--- src/rtl/pmc_pkg.sv ---
// Package for the panel menu controller: codes, register indexes, types and the menu table.
`default_nettype none
package pmc_pkg;

   // Cursor positions in each menu (2 to 4)
   localparam int MENU_ENTRIES = 4;

   localparam int TIMER_W = 16;
   localparam int CSR_INDEX_W = 3;
   localparam int CSR_DATA_W = 16;

   // Register indexes on the configuration port
   localparam logic [CSR_INDEX_W-1:0] CSR_HOLD_MS        = 3'd0;
   localparam logic [CSR_INDEX_W-1:0] CSR_DIM_LEAD_MS    = 3'd1;
   localparam logic [CSR_INDEX_W-1:0] CSR_SPLASH_MS      = 3'd2;
   localparam logic [CSR_INDEX_W-1:0] CSR_MESSAGE_MS     = 3'd3;
   localparam logic [CSR_INDEX_W-1:0] CSR_SWITCH_HOLD_MS = 3'd4;
   localparam logic [CSR_INDEX_W-1:0] CSR_REDRAW_MS      = 3'd5;
   localparam logic [CSR_INDEX_W-1:0] CSR_DIM_LEVEL      = 3'd6;

   localparam logic [TIMER_W-1:0] HOLD_MS_RESET        = 16'd15000;
   localparam logic [TIMER_W-1:0] DIM_LEAD_MS_RESET    = 16'd5000;
   localparam logic [TIMER_W-1:0] SPLASH_MS_RESET      = 16'd1000;
   localparam logic [TIMER_W-1:0] MESSAGE_MS_RESET     = 16'd2000;
   localparam logic [TIMER_W-1:0] SWITCH_HOLD_MS_RESET = 16'd2000;
   localparam logic [TIMER_W-1:0] REDRAW_MS_RESET      = 16'd300;
   localparam logic [7:0]         DIM_LEVEL_RESET      = 8'h10;

   localparam logic [7:0] CONTRAST_BRIGHT = 8'hFF;
   localparam logic [7:0] CONTRAST_OFF    = 8'h00;

   // Previous battery value after reset, never a real state, so the first tick redraws
   localparam logic [3:0] BATT_NONE = 4'd15;

   typedef enum logic [2:0] {
      MODE_STARTUP = 3'd0,
      MODE_MESSAGE = 3'd1,
      MODE_SPLASH  = 3'd2,
      MODE_SCREEN  = 3'd3,
      MODE_MENU    = 3'd4,
      MODE_ACTION  = 3'd5,
      MODE_OFF     = 3'd6
   } mode_type;

   typedef enum logic [3:0] {
      BATT_UNINIT       = 4'd0,
      BATT_DISCONNECTED = 4'd1,
      BATT_REMOVED      = 4'd2,
      BATT_SHUTDOWN     = 4'd3,
      BATT_INIT         = 4'd4,
      BATT_XDSG         = 4'd5,
      BATT_DSG          = 4'd6,
      BATT_CHG          = 4'd7,
      BATT_PF           = 4'd8,
      BATT_PWRCYCLE     = 4'd9,
      BATT_LATCHED      = 4'd10
   } batt_type;

   typedef struct packed {
      logic [TIMER_W-1:0] hold_ms;
      logic [TIMER_W-1:0] dim_lead_ms;
      logic [TIMER_W-1:0] splash_ms;
      logic [TIMER_W-1:0] message_ms;
      logic [TIMER_W-1:0] switch_hold_ms;
      logic [TIMER_W-1:0] redraw_ms;
      logic [7:0]         dim_level;
   } cfg_type;

   typedef struct packed {
      mode_type           mode;
      logic [3:0]         view;
      logic [1:0]         cursor;
      logic [3:0]         prev_battery;
      logic               prev_switch;
      logic               press_armed;
      logic [TIMER_W-1:0] press_left;
      logic [TIMER_W-1:0] phase_left;
      logic               phase_forever;
      logic [TIMER_W-1:0] refresh_left;
      logic [7:0]         written_contrast;
   } state_type;

   typedef struct packed {
      logic [2:0] display_mode;
      logic [3:0] view_id;
      logic [1:0] selected_entry;
      logic [7:0] contrast;
      logic       contrast_write;
      logic       panel_on_cmd;
      logic       panel_off_cmd;
      logic       redraw;
   } result_type;

   typedef struct packed {
      mode_type   mode;
      logic [3:0] view;
   } target_type;

   // Fixed two-menu table: main menu (0) and more menu (1)
   function automatic target_type menu_lookup(input logic menu, input logic [1:0] entry);
      target_type t;
      t.mode = MODE_SCREEN;
      t.view = 4'd0;
      case ({menu, entry})
         3'b000: begin t.mode = MODE_SCREEN; t.view = 4'd0; end
         3'b001: begin t.mode = MODE_SCREEN; t.view = 4'd1; end
         3'b010: begin t.mode = MODE_SCREEN; t.view = 4'd2; end
         3'b011: begin t.mode = MODE_MENU;   t.view = 4'd1; end
         3'b100: begin t.mode = MODE_SCREEN; t.view = 4'd3; end
         3'b101: begin t.mode = MODE_SCREEN; t.view = 4'd4; end
         3'b110: begin t.mode = MODE_ACTION; t.view = 4'd0; end
         default: begin t.mode = MODE_MENU;  t.view = 4'd0; end
      endcase
      return t;
   endfunction

endpackage
`default_nettype wire

--- src/rtl/pmc_config.sv ---
// Configuration register file of the panel menu controller.
`default_nettype none
module pmc_config (
   input  wire                                clock,
   input  wire                                reset,
   input  wire                                csr_write_enable,
   input  wire  [pmc_pkg::CSR_INDEX_W-1:0]    csr_index,
   input  wire  [pmc_pkg::CSR_DATA_W-1:0]     csr_write_data,
   output pmc_pkg::cfg_type                   cfg
);
   import pmc_pkg::*;

   cfg_type cfg_ff;
   cfg_type cfg_in;

   always_comb begin
      cfg_in = cfg_ff;
      if (csr_write_enable) begin
         case (csr_index)
            CSR_HOLD_MS:        cfg_in.hold_ms        = csr_write_data;
            CSR_DIM_LEAD_MS:    cfg_in.dim_lead_ms    = csr_write_data;
            CSR_SPLASH_MS:      cfg_in.splash_ms      = csr_write_data;
            CSR_MESSAGE_MS:     cfg_in.message_ms     = csr_write_data;
            CSR_SWITCH_HOLD_MS: cfg_in.switch_hold_ms = csr_write_data;
            CSR_REDRAW_MS:      cfg_in.redraw_ms      = csr_write_data;
            CSR_DIM_LEVEL:      cfg_in.dim_level      = csr_write_data[7:0];
            default: ;
         endcase
      end
   end

   always_ff @(posedge clock) begin
      if (reset) begin
         cfg_ff.hold_ms        <= HOLD_MS_RESET;
         cfg_ff.dim_lead_ms    <= DIM_LEAD_MS_RESET;
         cfg_ff.splash_ms      <= SPLASH_MS_RESET;
         cfg_ff.message_ms     <= MESSAGE_MS_RESET;
         cfg_ff.switch_hold_ms <= SWITCH_HOLD_MS_RESET;
         cfg_ff.redraw_ms      <= REDRAW_MS_RESET;
         cfg_ff.dim_level      <= DIM_LEVEL_RESET;
      end else begin
         cfg_ff <= cfg_in;
      end
   end

   assign cfg = cfg_ff;

endmodule
`default_nettype wire

--- src/rtl/pmc_step.sv ---
// Per-tick decision logic: next controller state and the result item from one sample.
`default_nettype none
module pmc_step (
   input  pmc_pkg::cfg_type     cfg,
   input  pmc_pkg::state_type   st,
   input  wire                  switch_level,
   input  wire  [3:0]           batt_status,
   input  wire                  safety_fault,
   input  wire                  message_pending,
   output pmc_pkg::state_type   st_next,
   output pmc_pkg::result_type  res
);
   import pmc_pkg::*;

   logic [TIMER_W-1:0] press_left;
   logic [TIMER_W-1:0] phase_left;
   logic               phase_forever;
   logic [TIMER_W-1:0] refresh_left;
   logic               press_armed;
   logic               dim, tap, hold, stale_press, show_def, reached, trans, due;
   logic               redraw, off_cmd;
   logic [3:0]         batt;
   mode_type           t_mode;
   logic [3:0]         t_view;
   logic [1:0]         new_cursor;
   logic [2:0]         cursor_sum;
   logic [7:0]         target_c;
   target_type         entry;

   always_comb begin
      // saturating countdowns
      press_left   = (st.press_left != '0) ? st.press_left - 1'b1 : st.press_left;
      phase_left   = (!st.phase_forever && st.phase_left != '0) ?
                     st.phase_left - 1'b1 : st.phase_left;
      phase_forever = st.phase_forever;
      refresh_left = (st.refresh_left != '0) ? st.refresh_left - 1'b1 : st.refresh_left;

      t_mode     = st.mode;
      t_view     = st.view;
      new_cursor = st.cursor;
      redraw     = 1'b0;
      off_cmd    = 1'b0;

      dim = (st.mode == MODE_MENU || st.mode == MODE_SCREEN) && !phase_forever &&
            (phase_left < cfg.dim_lead_ms);

      // tap / hold detection
      tap         = 1'b0;
      hold        = 1'b0;
      stale_press = 1'b0;
      press_armed = st.press_armed;
      if (switch_level != st.prev_switch) begin
         stale_press = !press_armed || press_left == '0;
         tap         = !switch_level && !stale_press;
         press_armed = 1'b1;
         press_left  = cfg.switch_hold_ms;
      end
      if (press_armed && press_left == '0) begin
         hold        = switch_level;
         press_armed = 1'b0;
      end

      // a tap on a screen or menu restarts its lifetime
      if (tap && (st.mode == MODE_SCREEN || st.mode == MODE_MENU)) begin
         phase_left    = cfg.hold_ms;
         phase_forever = 1'b0;
      end

      reached  = !phase_forever && phase_left == '0;
      batt     = batt_status;
      show_def = (st.prev_battery != batt_status);
      // splash holds on and ignores battery changes until it runs out
      if (st.mode == MODE_SPLASH && !reached) begin
         show_def = 1'b0;
         batt     = st.prev_battery;
      end

      if (reached) begin
         if (st.mode == MODE_STARTUP) t_mode = MODE_SPLASH;
         else if (st.mode == MODE_SPLASH || st.mode == MODE_MESSAGE) show_def = 1'b1;
         else t_mode = MODE_OFF;
      end

      cursor_sum = {1'b0, st.cursor} + 3'd1;
      if (tap) begin
         case (st.mode)
            MODE_MENU: begin
               new_cursor = (cursor_sum >= 3'(MENU_ENTRIES)) ?
                            2'(cursor_sum - 3'(MENU_ENTRIES)) : cursor_sum[1:0];
            end
            MODE_SCREEN: begin
               if (!dim) begin
                  if (st.view <= 4'd2 || st.view == 4'd10) begin
                     t_mode = MODE_MENU; t_view = 4'd0;
                  end else if (st.view == 4'd3 || st.view == 4'd4) begin
                     t_mode = MODE_MENU; t_view = 4'd1;
                  end
               end else begin
                  dim = 1'b0;      // tap on a dimmed screen only wakes it
               end
            end
            MODE_OFF: show_def = 1'b1;
            default: ;
         endcase
      end

      entry = menu_lookup(st.view[0], st.cursor);
      if (hold) begin
         if (st.mode == MODE_MENU) begin
            t_mode = entry.mode;
            t_view = entry.view;
         end else if (st.mode == MODE_OFF) begin
            show_def = 1'b1;
         end
      end

      // battery state to default screen; unmapped codes choose nothing
      if (show_def) begin
         case (batt)
            BATT_UNINIT:       t_mode = MODE_SPLASH;
            BATT_DISCONNECTED: begin t_mode = MODE_SCREEN; t_view = 4'd5; end
            BATT_SHUTDOWN:     begin t_mode = MODE_SCREEN; t_view = 4'd8; end
            BATT_INIT:         begin t_mode = MODE_SCREEN; t_view = 4'd6; end
            BATT_PF:           begin t_mode = MODE_SCREEN; t_view = 4'd7; end
            BATT_PWRCYCLE:     begin t_mode = MODE_SCREEN; t_view = 4'd9; end
            BATT_XDSG:         begin t_mode = MODE_SCREEN; t_view = 4'd10; end
            BATT_REMOVED, BATT_DSG, BATT_CHG, BATT_LATCHED: begin
               t_mode = MODE_SCREEN;
               t_view = safety_fault ? 4'd2 : 4'd0;
            end
            default: ;
         endcase
      end

      if (message_pending) t_mode = MODE_MESSAGE;

      trans = (t_mode != st.mode);
      if (!trans && (t_mode == MODE_SCREEN || t_mode == MODE_MENU || t_mode == MODE_ACTION))
         trans = (t_view != st.view);

      due = (refresh_left == '0) || trans || (new_cursor != st.cursor);

      target_c = (t_mode == MODE_OFF) ? CONTRAST_OFF : CONTRAST_BRIGHT;
      if (!trans && dim) target_c = cfg.dim_level;

      if (due) begin
         case (t_mode)
            MODE_SPLASH: begin
               if (trans) begin
                  phase_left = cfg.splash_ms; phase_forever = 1'b0; redraw = 1'b1;
               end
            end
            MODE_MESSAGE: begin
               if (trans) begin
                  phase_left = cfg.message_ms; phase_forever = 1'b0;
               end
            end
            MODE_SCREEN, MODE_ACTION: begin
               if (trans) begin
                  phase_left = cfg.hold_ms; phase_forever = 1'b0;
               end
               redraw = 1'b1;
            end
            MODE_MENU: begin
               if (trans) begin
                  new_cursor = 2'd0;
                  phase_left = cfg.hold_ms; phase_forever = 1'b0;
               end
               redraw = 1'b1;
            end
            default: begin
               if (trans) begin
                  phase_left = '0; phase_forever = 1'b1; off_cmd = 1'b1;
               end
            end
         endcase
         refresh_left = cfg.redraw_ms;
      end

      st_next.mode             = t_mode;
      st_next.view             = t_view;
      st_next.cursor           = new_cursor;
      st_next.prev_battery     = batt;
      st_next.prev_switch      = switch_level;
      st_next.press_armed      = press_armed;
      st_next.press_left       = press_left;
      st_next.phase_left       = phase_left;
      st_next.phase_forever    = phase_forever;
      st_next.refresh_left     = refresh_left;
      st_next.written_contrast = target_c;

      res.display_mode   = t_mode;
      res.view_id        = (t_mode == MODE_SCREEN || t_mode == MODE_MENU ||
                            t_mode == MODE_ACTION) ? t_view : 4'd0;
      res.selected_entry = (t_mode == MODE_MENU) ? new_cursor : 2'd0;
      res.contrast       = target_c;
      res.contrast_write = (st.written_contrast != target_c);
      res.panel_on_cmd   = trans && st.mode == MODE_OFF;
      res.panel_off_cmd  = off_cmd;
      res.redraw         = redraw;
   end

endmodule
`default_nettype wire

--- src/rtl/panel_menu_controller.sv ---
// Top level of the one-button front-panel controller.
//
// Use: send one sample per millisecond tick on the req_ channel (button level,
// battery state, safety fault, message request). Each sample yields exactly one
// result on the rsp_ channel: display mode, view, menu cursor, contrast and the
// contrast-write, panel-on, panel-off and redraw pulses.
// Transfers happen on a rising edge with valid high and stall low.
// Path: a transferred sample is registered in the input stage, and its result
// is then registered in the result register, which drives rsp_valid.
// Throughput: one sample per cycle while the receiver does not stall, set by the
// combinational decision logic between the input register and the result register.
// Receiver stall: the result register holds; the input stage keeps one more
// sample, then req_stall rises until the result is taken.
// Reset (synchronous): controller state returns to startup with all timers
// expired; configuration registers return to their defaults. The csr_ port
// writes one register per enabled edge and should only be used while idle.
`default_nettype none
module panel_menu_controller (
   input  wire                              clock,
   input  wire                              reset,
   // sample channel
   input  wire                              req_valid,
   output logic                             req_stall,
   input  wire                              req_switch_level,
   input  wire  [3:0]                       req_batt_status,
   input  wire                              req_safety_fault,
   input  wire                              req_message_pending,
   // result channel
   output logic                             rsp_valid,
   input  wire                              rsp_stall,
   output logic [2:0]                       rsp_display_mode,
   output logic [3:0]                       rsp_view_id,
   output logic [1:0]                       rsp_selected_entry,
   output logic [7:0]                       rsp_contrast,
   output logic                             rsp_contrast_write,
   output logic                             rsp_panel_on_cmd,
   output logic                             rsp_panel_off_cmd,
   output logic                             rsp_redraw,
   // configuration writes
   input  wire                              csr_write_enable,
   input  wire  [pmc_pkg::CSR_INDEX_W-1:0]  csr_index,
   input  wire  [pmc_pkg::CSR_DATA_W-1:0]   csr_write_data
);
   import pmc_pkg::*;

   cfg_type    cfg;

   // input stage
   logic       s1_valid_ff, s1_valid_in;
   logic       s1_switch_ff;
   logic [3:0] s1_battery_ff;
   logic       s1_fault_ff;
   logic       s1_message_ff;

   // controller state and result register
   state_type  state_ff, state_in;
   result_type rsp_ff, rsp_in;
   logic       rsp_valid_ff, rsp_valid_in;

   logic       advance;   // input stage moves into the result register
   logic       req_take;

   pmc_config u_config (
      .clock            (clock),
      .reset            (reset),
      .csr_write_enable (csr_write_enable),
      .csr_index        (csr_index),
      .csr_write_data   (csr_write_data),
      .cfg              (cfg)
   );

   pmc_step u_step (
      .cfg             (cfg),
      .st              (state_ff),
      .switch_level    (s1_switch_ff),
      .batt_status     (s1_battery_ff),
      .safety_fault    (s1_fault_ff),
      .message_pending (s1_message_ff),
      .st_next         (state_in),
      .res             (rsp_in)
   );

   // result register frees up when empty or taken this cycle
   assign advance   = s1_valid_ff && (!rsp_valid_ff || !rsp_stall);
   assign req_stall = s1_valid_ff && !advance;
   assign req_take  = req_valid && !req_stall;

   assign s1_valid_in  = req_take || (s1_valid_ff && !advance);
   assign rsp_valid_in = advance || (rsp_valid_ff && rsp_stall);

   always_ff @(posedge clock) begin
      if (reset) begin
         s1_valid_ff  <= 1'b0;
         rsp_valid_ff <= 1'b0;
         state_ff.mode             <= MODE_STARTUP;
         state_ff.view             <= 4'd0;
         state_ff.cursor           <= 2'd0;
         state_ff.prev_battery     <= BATT_NONE;
         state_ff.prev_switch      <= 1'b0;
         state_ff.press_armed      <= 1'b0;
         state_ff.press_left       <= '0;
         state_ff.phase_left       <= '0;
         state_ff.phase_forever    <= 1'b0;
         state_ff.refresh_left     <= '0;
         state_ff.written_contrast <= CONTRAST_OFF;
      end else begin
         s1_valid_ff  <= s1_valid_in;
         rsp_valid_ff <= rsp_valid_in;
         if (advance) state_ff <= state_in;
      end
   end

   // payload registers, no reset
   always_ff @(posedge clock) begin
      if (req_take) begin
         s1_switch_ff  <= req_switch_level;
         s1_battery_ff <= req_batt_status;
         s1_fault_ff   <= req_safety_fault;
         s1_message_ff <= req_message_pending;
      end
      if (advance) rsp_ff <= rsp_in;
   end

   assign rsp_valid          = rsp_valid_ff;
   assign rsp_display_mode   = rsp_ff.display_mode;
   assign rsp_view_id        = rsp_ff.view_id;
   assign rsp_selected_entry = rsp_ff.selected_entry;
   assign rsp_contrast       = rsp_ff.contrast;
   assign rsp_contrast_write = rsp_ff.contrast_write;
   assign rsp_panel_on_cmd   = rsp_ff.panel_on_cmd;
   assign rsp_panel_off_cmd  = rsp_ff.panel_off_cmd;
   assign rsp_redraw         = rsp_ff.redraw;

   // a sample waiting behind a stalled result is not dropped
   a_hold_sample: assert property (@(posedge clock) disable iff (reset)
      (s1_valid_ff && rsp_valid_ff && rsp_stall) |=> s1_valid_ff)
      else $error("waiting sample lost behind stalled result");

   // panel cannot be switched on and off by the same tick
   a_on_off_excl: assert property (@(posedge clock) disable iff (reset)
      rsp_valid_ff |-> !(rsp_ff.panel_on_cmd && rsp_ff.panel_off_cmd))
      else $error("panel on and off commanded together");

   // off mode always asks for zero contrast
   a_off_dark: assert property (@(posedge clock) disable iff (reset)
      (rsp_valid_ff && rsp_ff.display_mode == MODE_OFF) |-> rsp_ff.contrast == CONTRAST_OFF)
      else $error("off mode with non-zero contrast");

   // state moves only when a result is produced
   a_state_hold: assert property (@(posedge clock) disable iff (reset)
      !advance |=> $stable(state_ff))
      else $error("controller state changed without a tick");

endmodule
`default_nettype wire

--- config.mk ---
export PLATFORM = sky130hd
export DESIGN_NAME = panel_menu_controller
export DESIGN_NICKNAME = d
export VERILOG_FILES = /design/src/rtl/pmc_pkg.sv /design/src/rtl/pmc_config.sv /design/src/rtl/pmc_step.sv /design/src/rtl/panel_menu_controller.sv
export SDC_FILE = /design/constraint.sdc
export NUM_CORES = 1
export LEC_CHECK = 0
export BUFFER_PORTS_ARGS = -buffer_cell sky130_fd_sc_hd__buf_4
export CAP_MARGIN = 30
export CORE_MARGIN = 2
export CORE_UTILIZATION = 50
export DETAILED_ROUTE_END_ITERATION = 10
export HOLD_SLACK_MARGIN = 0.02
export PLACE_DENSITY = 0.72
export SLEW_MARGIN = 10
export SYNTH_ARGS = -nofsm -noshare
export SYNTH_HDL_FRONTEND = slang
export SYNTH_HIERARCHICAL = 1
export SYNTH_SLANG_ARGS = --single-unit
--- constraint.sdc ---
create_clock -name clock -period 4.83 [get_ports clock]
set_input_delay 0.7245 -clock clock [delete_from_list [all_inputs] [get_ports clock]]
set_output_delay 0.7245 -clock clock [all_outputs]
set_load 0.01 [all_outputs]
==> flow_summary_export.csv <==
group,metric,value,unit
timing,fmax,195,MHz
yosys,synth_area_leader_cell,"dfxtp_1",
clocking,cts_buffer_depth,3,
power_and_ir_drop,switchingPower,1.88,mW
route,postRouteAntennaNets,0,
global_route,grt_pass1_vias,10700,
power_and_ir_drop,combPwrFrac,36.7,%
yosys,syn_area_per_cell,9.05,sq um
power_and_ir_drop,pwr-share-seq,33.2,%
power_and_ir_drop,internal-power,3.83,mW
worst_setup_path,critPathLaunch,"state_ff[32]",
timing,min_period,5130,ps
yosys,ys_seq_elements,206,
floorplan,start_util,50.4,%
min_path,hp-start,"req_switch_level",
worst_setup_path,cp_max_fo,8,
cells_and_area,syn_to_final_growth,22.2,%
yosys,syn-num-nets,1491,
route,firstDrtPassIters,5,
timing,relSlewSlack,54.9,%
clocking,cts_hold_buf,0,
yosys,netlist_instances,1437,
worst_setup_path,startpoint_type,"flip-flop",
route,via_per_inst,5.77,
timing,fin_setup_tns,-9680,ps
floorplan,rows,59,
global_route,grt_pass1_wl,56.9,mm
clocking,clkSlewWorstSetupHoldPaths,60,ps
global_route,globalRouteTotalUtil,26.0,%
timing,setup_ws,-297,ps
power_and_ir_drop,p_per_area,359,nW/um^2
timing,period_share,106,%
floorplan,fp.dieH,165,um
timing,rsz0062_at_grt,"yes",
worst_setup_path,worstSetupEndpoint,"state_ff[18]",
power_and_ir_drop,clkPwrFrac,30.1,%
cells_and_area,fin_nets,1647,
yosys,netlist_top_cells_area,"dfxtp_1, mux2i_1, nand2b_1, edfxtp_1, nor2_1",
worst_setup_path,r2r_end,"state_ff[18]",
timing,whs,379,ps
worst_setup_path,criticalPathCategory,"flip-flop to flip-flop",
job,maxCapViolations,0,
floorplan,top_level_ports,54,
route,drt_iter0_markers,879,
route,post-route-drc-count,0,
timing,fin_skew,15.1,ps
clocking,cts.sinks,206,
floorplan,fp.coreArea,25800,sq um
cells_and_area,diodes,0,
worst_setup_path,rrSetupSlack,-300,ps
placement,post-dp-hpwl,25.0,mm
outcome,violations,"setup timing",
timing,setup_viol,51,
yosys,yosys_warnings,6,
outcome,outcome,"finished with violations",
global_route,grt-ovfl-total,0,
worst_setup_path,r2r_cells,23,
worst_setup_path,setup.worst_path.end_class,"flip-flop",
yosys,synthArstFlopShare,0,%
min_path,hold_path.class,"primary input to flip-flop",
worst_setup_path,cp.required,5210,ps
placement,placed_cells,1877,
yosys,synth_cell_types,92,
yosys,synth_top_area_share,27.4,%
placement,port_buffers,53,
clocking,insertion_delay,520,ps
route,via_count,11200,
power_and_ir_drop,irDropWorstVdd,351,uV
route,routed_wl,35.8,mm
timing,maxSlewViolCount,0,
floorplan,dieArea,27300,sq um
power_and_ir_drop,p_leak,6.66,nW
clocking,cts_inserted_buffers,23,
clocking,tritoncts,"yes",
worst_setup_path,reg2reg_from,"state_ff[32]",
yosys,yosysSeqAreaShare,33.9,%
worst_setup_path,critPathArrivalTime,5510,ps
clocking,h-tree-depth,1,
yosys,synth_area,13000,sq um
cells_and_area,drive_gt1_share,24.4,%
yosys,synth_ff_type,"dfxtp_1",
timing,tightest_slew,674,ps
floorplan,die_x,165,um
placement,place_congestion,0.890,
yosys,synth_edf_count,28,
clocking,clock-root-buffer,"clkbuf_16",
global_route,grt_antenna_before_repair,0,
route,wl_per_cell,18.4,um
global_route,grt_max_degree,187,
power_and_ir_drop,finalPower,5.71,mW
cells_and_area,final_cells,1944,
timing,hold_viol,0,
power_and_ir_drop,switching_share,32.9,%
==> power groups by stage <==
stage	Combinational, mW	Clock, mW	Sequential [mW]
6_report	2.10	1.72	1.89
5_1_grt	2.27	1.81	1.90
4_1_cts	1.97	1.74	1.89
3_5_place_dp	1.85	0	1.93
3_3_place_gp	1.82	0	1.92
2_1_floorplan	1.18	0	1.91
==> logic make-up (layout without fill, tap and decap cells) <==
logic type	count (synthesis)	after routing	share of synthesized area (%)
adders and majority gates	23	23	2.21
muxes	205	205	16.2
DFF	206	206	33.9
buffers and inverters	154	325	6.60
AOI/OAI and AO/OA	203	204	11.7
xor gates and xnor gates	51	51	3.43
and+or+nand+nor	595	595	25.9
==> registers in the layout, indices dropped and copies added, names as in the netlist <==
signal              count
s1_message_ff           1
rsp_display_mode        3
s1_switch_ff            1
u_config/cfg          104
rsp_selected_entry      2
s1_fault_ff             1
rsp_view_id             4
rsp_contrast            8
rsp_panel_on_cmd        1
rsp_panel_off_cmd       1
s1_valid_ff             1
state_ff               72
s1_battery_ff           4
rsp_contrast_write      1
rsp_redraw              1
rsp_valid               1
==> through the flow <==
stage	utilization (%)	setup WS [ps]	instance area, sq um
detailed placement	56.2	-475	14500
floorplan	-	1.97	13100
finish	61.6	-297	15900
CTS	60.2	-246	15600
global placement	56.0	-398	14500
global route	61.6	-520	15900
==> layout make-up <==
class | instances | area [sq um]
well taps | 335 | 419
fillers | 2188 | 9930
multi-input cells | 1078 | 8170
repair buffers | 240 | 2000
clock inverters | 13 | 87.6
inverters | 44 | 165
flip-flops and latches | 206 | 4410
clock buffers | 28 | 647
==> metal layers <==
metal / wire length (um) / track usage, %
met3: 1770 / 2.85
met1: 16200 / 35.4
met5: 0 / 0
met2: 16700 / 43.5
met4: 1060 / 7.64
==> how the worst min path moves through the flow <==
| stage | endpoint | cells past startpoint | slack, ps |
|---|---|---|---|
| after floorplan | state_ff[41] | 2 | 450 |
| final | s1_switch_ff | 1 | 380 |
| after global routing | s1_switch_ff | 1 | 360 |
| after global placement | u_config/cfg[40] | 2 | 460 |
| after CTS | s1_switch_ff | 1 | 360 |
| after detailed placement | u_config/cfg[71] | 2 | 470 |
==> synth_stat cells, types with 5 or more instances <==
| cell type | instances |
|---|---|
| o21a_1 | 14 |
| nor2_1 | 111 |
| edfxtp_1 | 28 |
| nor2b_1 | 8 |
| a31oi_1 | 15 |
| nand3b_1 | 5 |
| a221o_1 | 16 |
| xor2_1 | 17 |
| buf_12 | 8 |
| a32o_1 | 16 |
| nand2b_1 | 230 |
| buf_2 | 24 |
| nor3_1 | 28 |
| a21o_1 | 5 |
| mux2_4 | 10 |
| or4_1 | 12 |
| nand4_1 | 19 |
| mux2i_1 | 186 |
| clkbuf_1 | 51 |
| nor4_1 | 27 |
| mux2_2 | 9 |
| nor3b_1 | 6 |
| or2_2 | 8 |
| nand2_1 | 71 |
| or3_1 | 10 |
| buf_4 | 20 |
| inv_1 | 44 |
| dfxtp_1 | 178 |
| buf_6 | 6 |
| nand3_1 | 20 |
| ha_1 | 23 |
| a21oi_1 | 33 |
| xnor2_1 | 34 |
| o21ai_0 | 36 |
| o211ai_1 | 6 |
==> repair_timing <==
| action | in CTS | in global routing |
|---|---|---|
| gates resized for setup | 50 | 37 |
| setup endpoints to repair | 58 | 57 |
| setup buffers | 10 | 10 |
| hold endpoints to repair | 0 | 0 |
| cloned | 3 | 4 |
| pin swaps | 22 | 39 |
==> cells in the final DEF (no fill, tap or decap), types with 6 or more instances in the layout <==
master       n
clkbuf_16   27
o211ai_1     6
a221o_1     16
mux2_4      17
nor3_1      24
xor2_1      16
edfxtp_1    28
nor4_1      23
mux2i_1    184
nor2_1     108
nand2b_1   229
inv_1       41
or2_2        6
nand2_1     70
a32o_2       6
nand4_1     19
nor4_2       6
ha_1        20
or4_1       11
o21ai_0     34
buf_6        9
nor2b_1      7
dfxtp_1    174
a31oi_1     14
o21a_1      14
or3_1        9
nand3_1     17
a21oi_1     28
xnor2_1     34
a32o_1      10
clkinv_2     6
buf_4      217
==> worst max-delay path, stage by stage, from the launching register on <==
cell and delay (ps):
dfxtp_2 330, or4_4 550, nor3b_4 270, or2_4 180, nor2_2 40, xor2_1 150
ha_1 290, nand4_1 120, nor4_2 340, o21ai_1 110, a31oi_1 180, nor2_2 90
nor3_1 200, buf_4 140, mux2i_1 60, mux2_4 290, a32o_2 270, mux2i_2 210
a41o_4 280, and3_4 270, buf_12 160, mux2_4 330, nand2b_4 70, mux2i_1 60
Power figures use the tool's default switching activity.
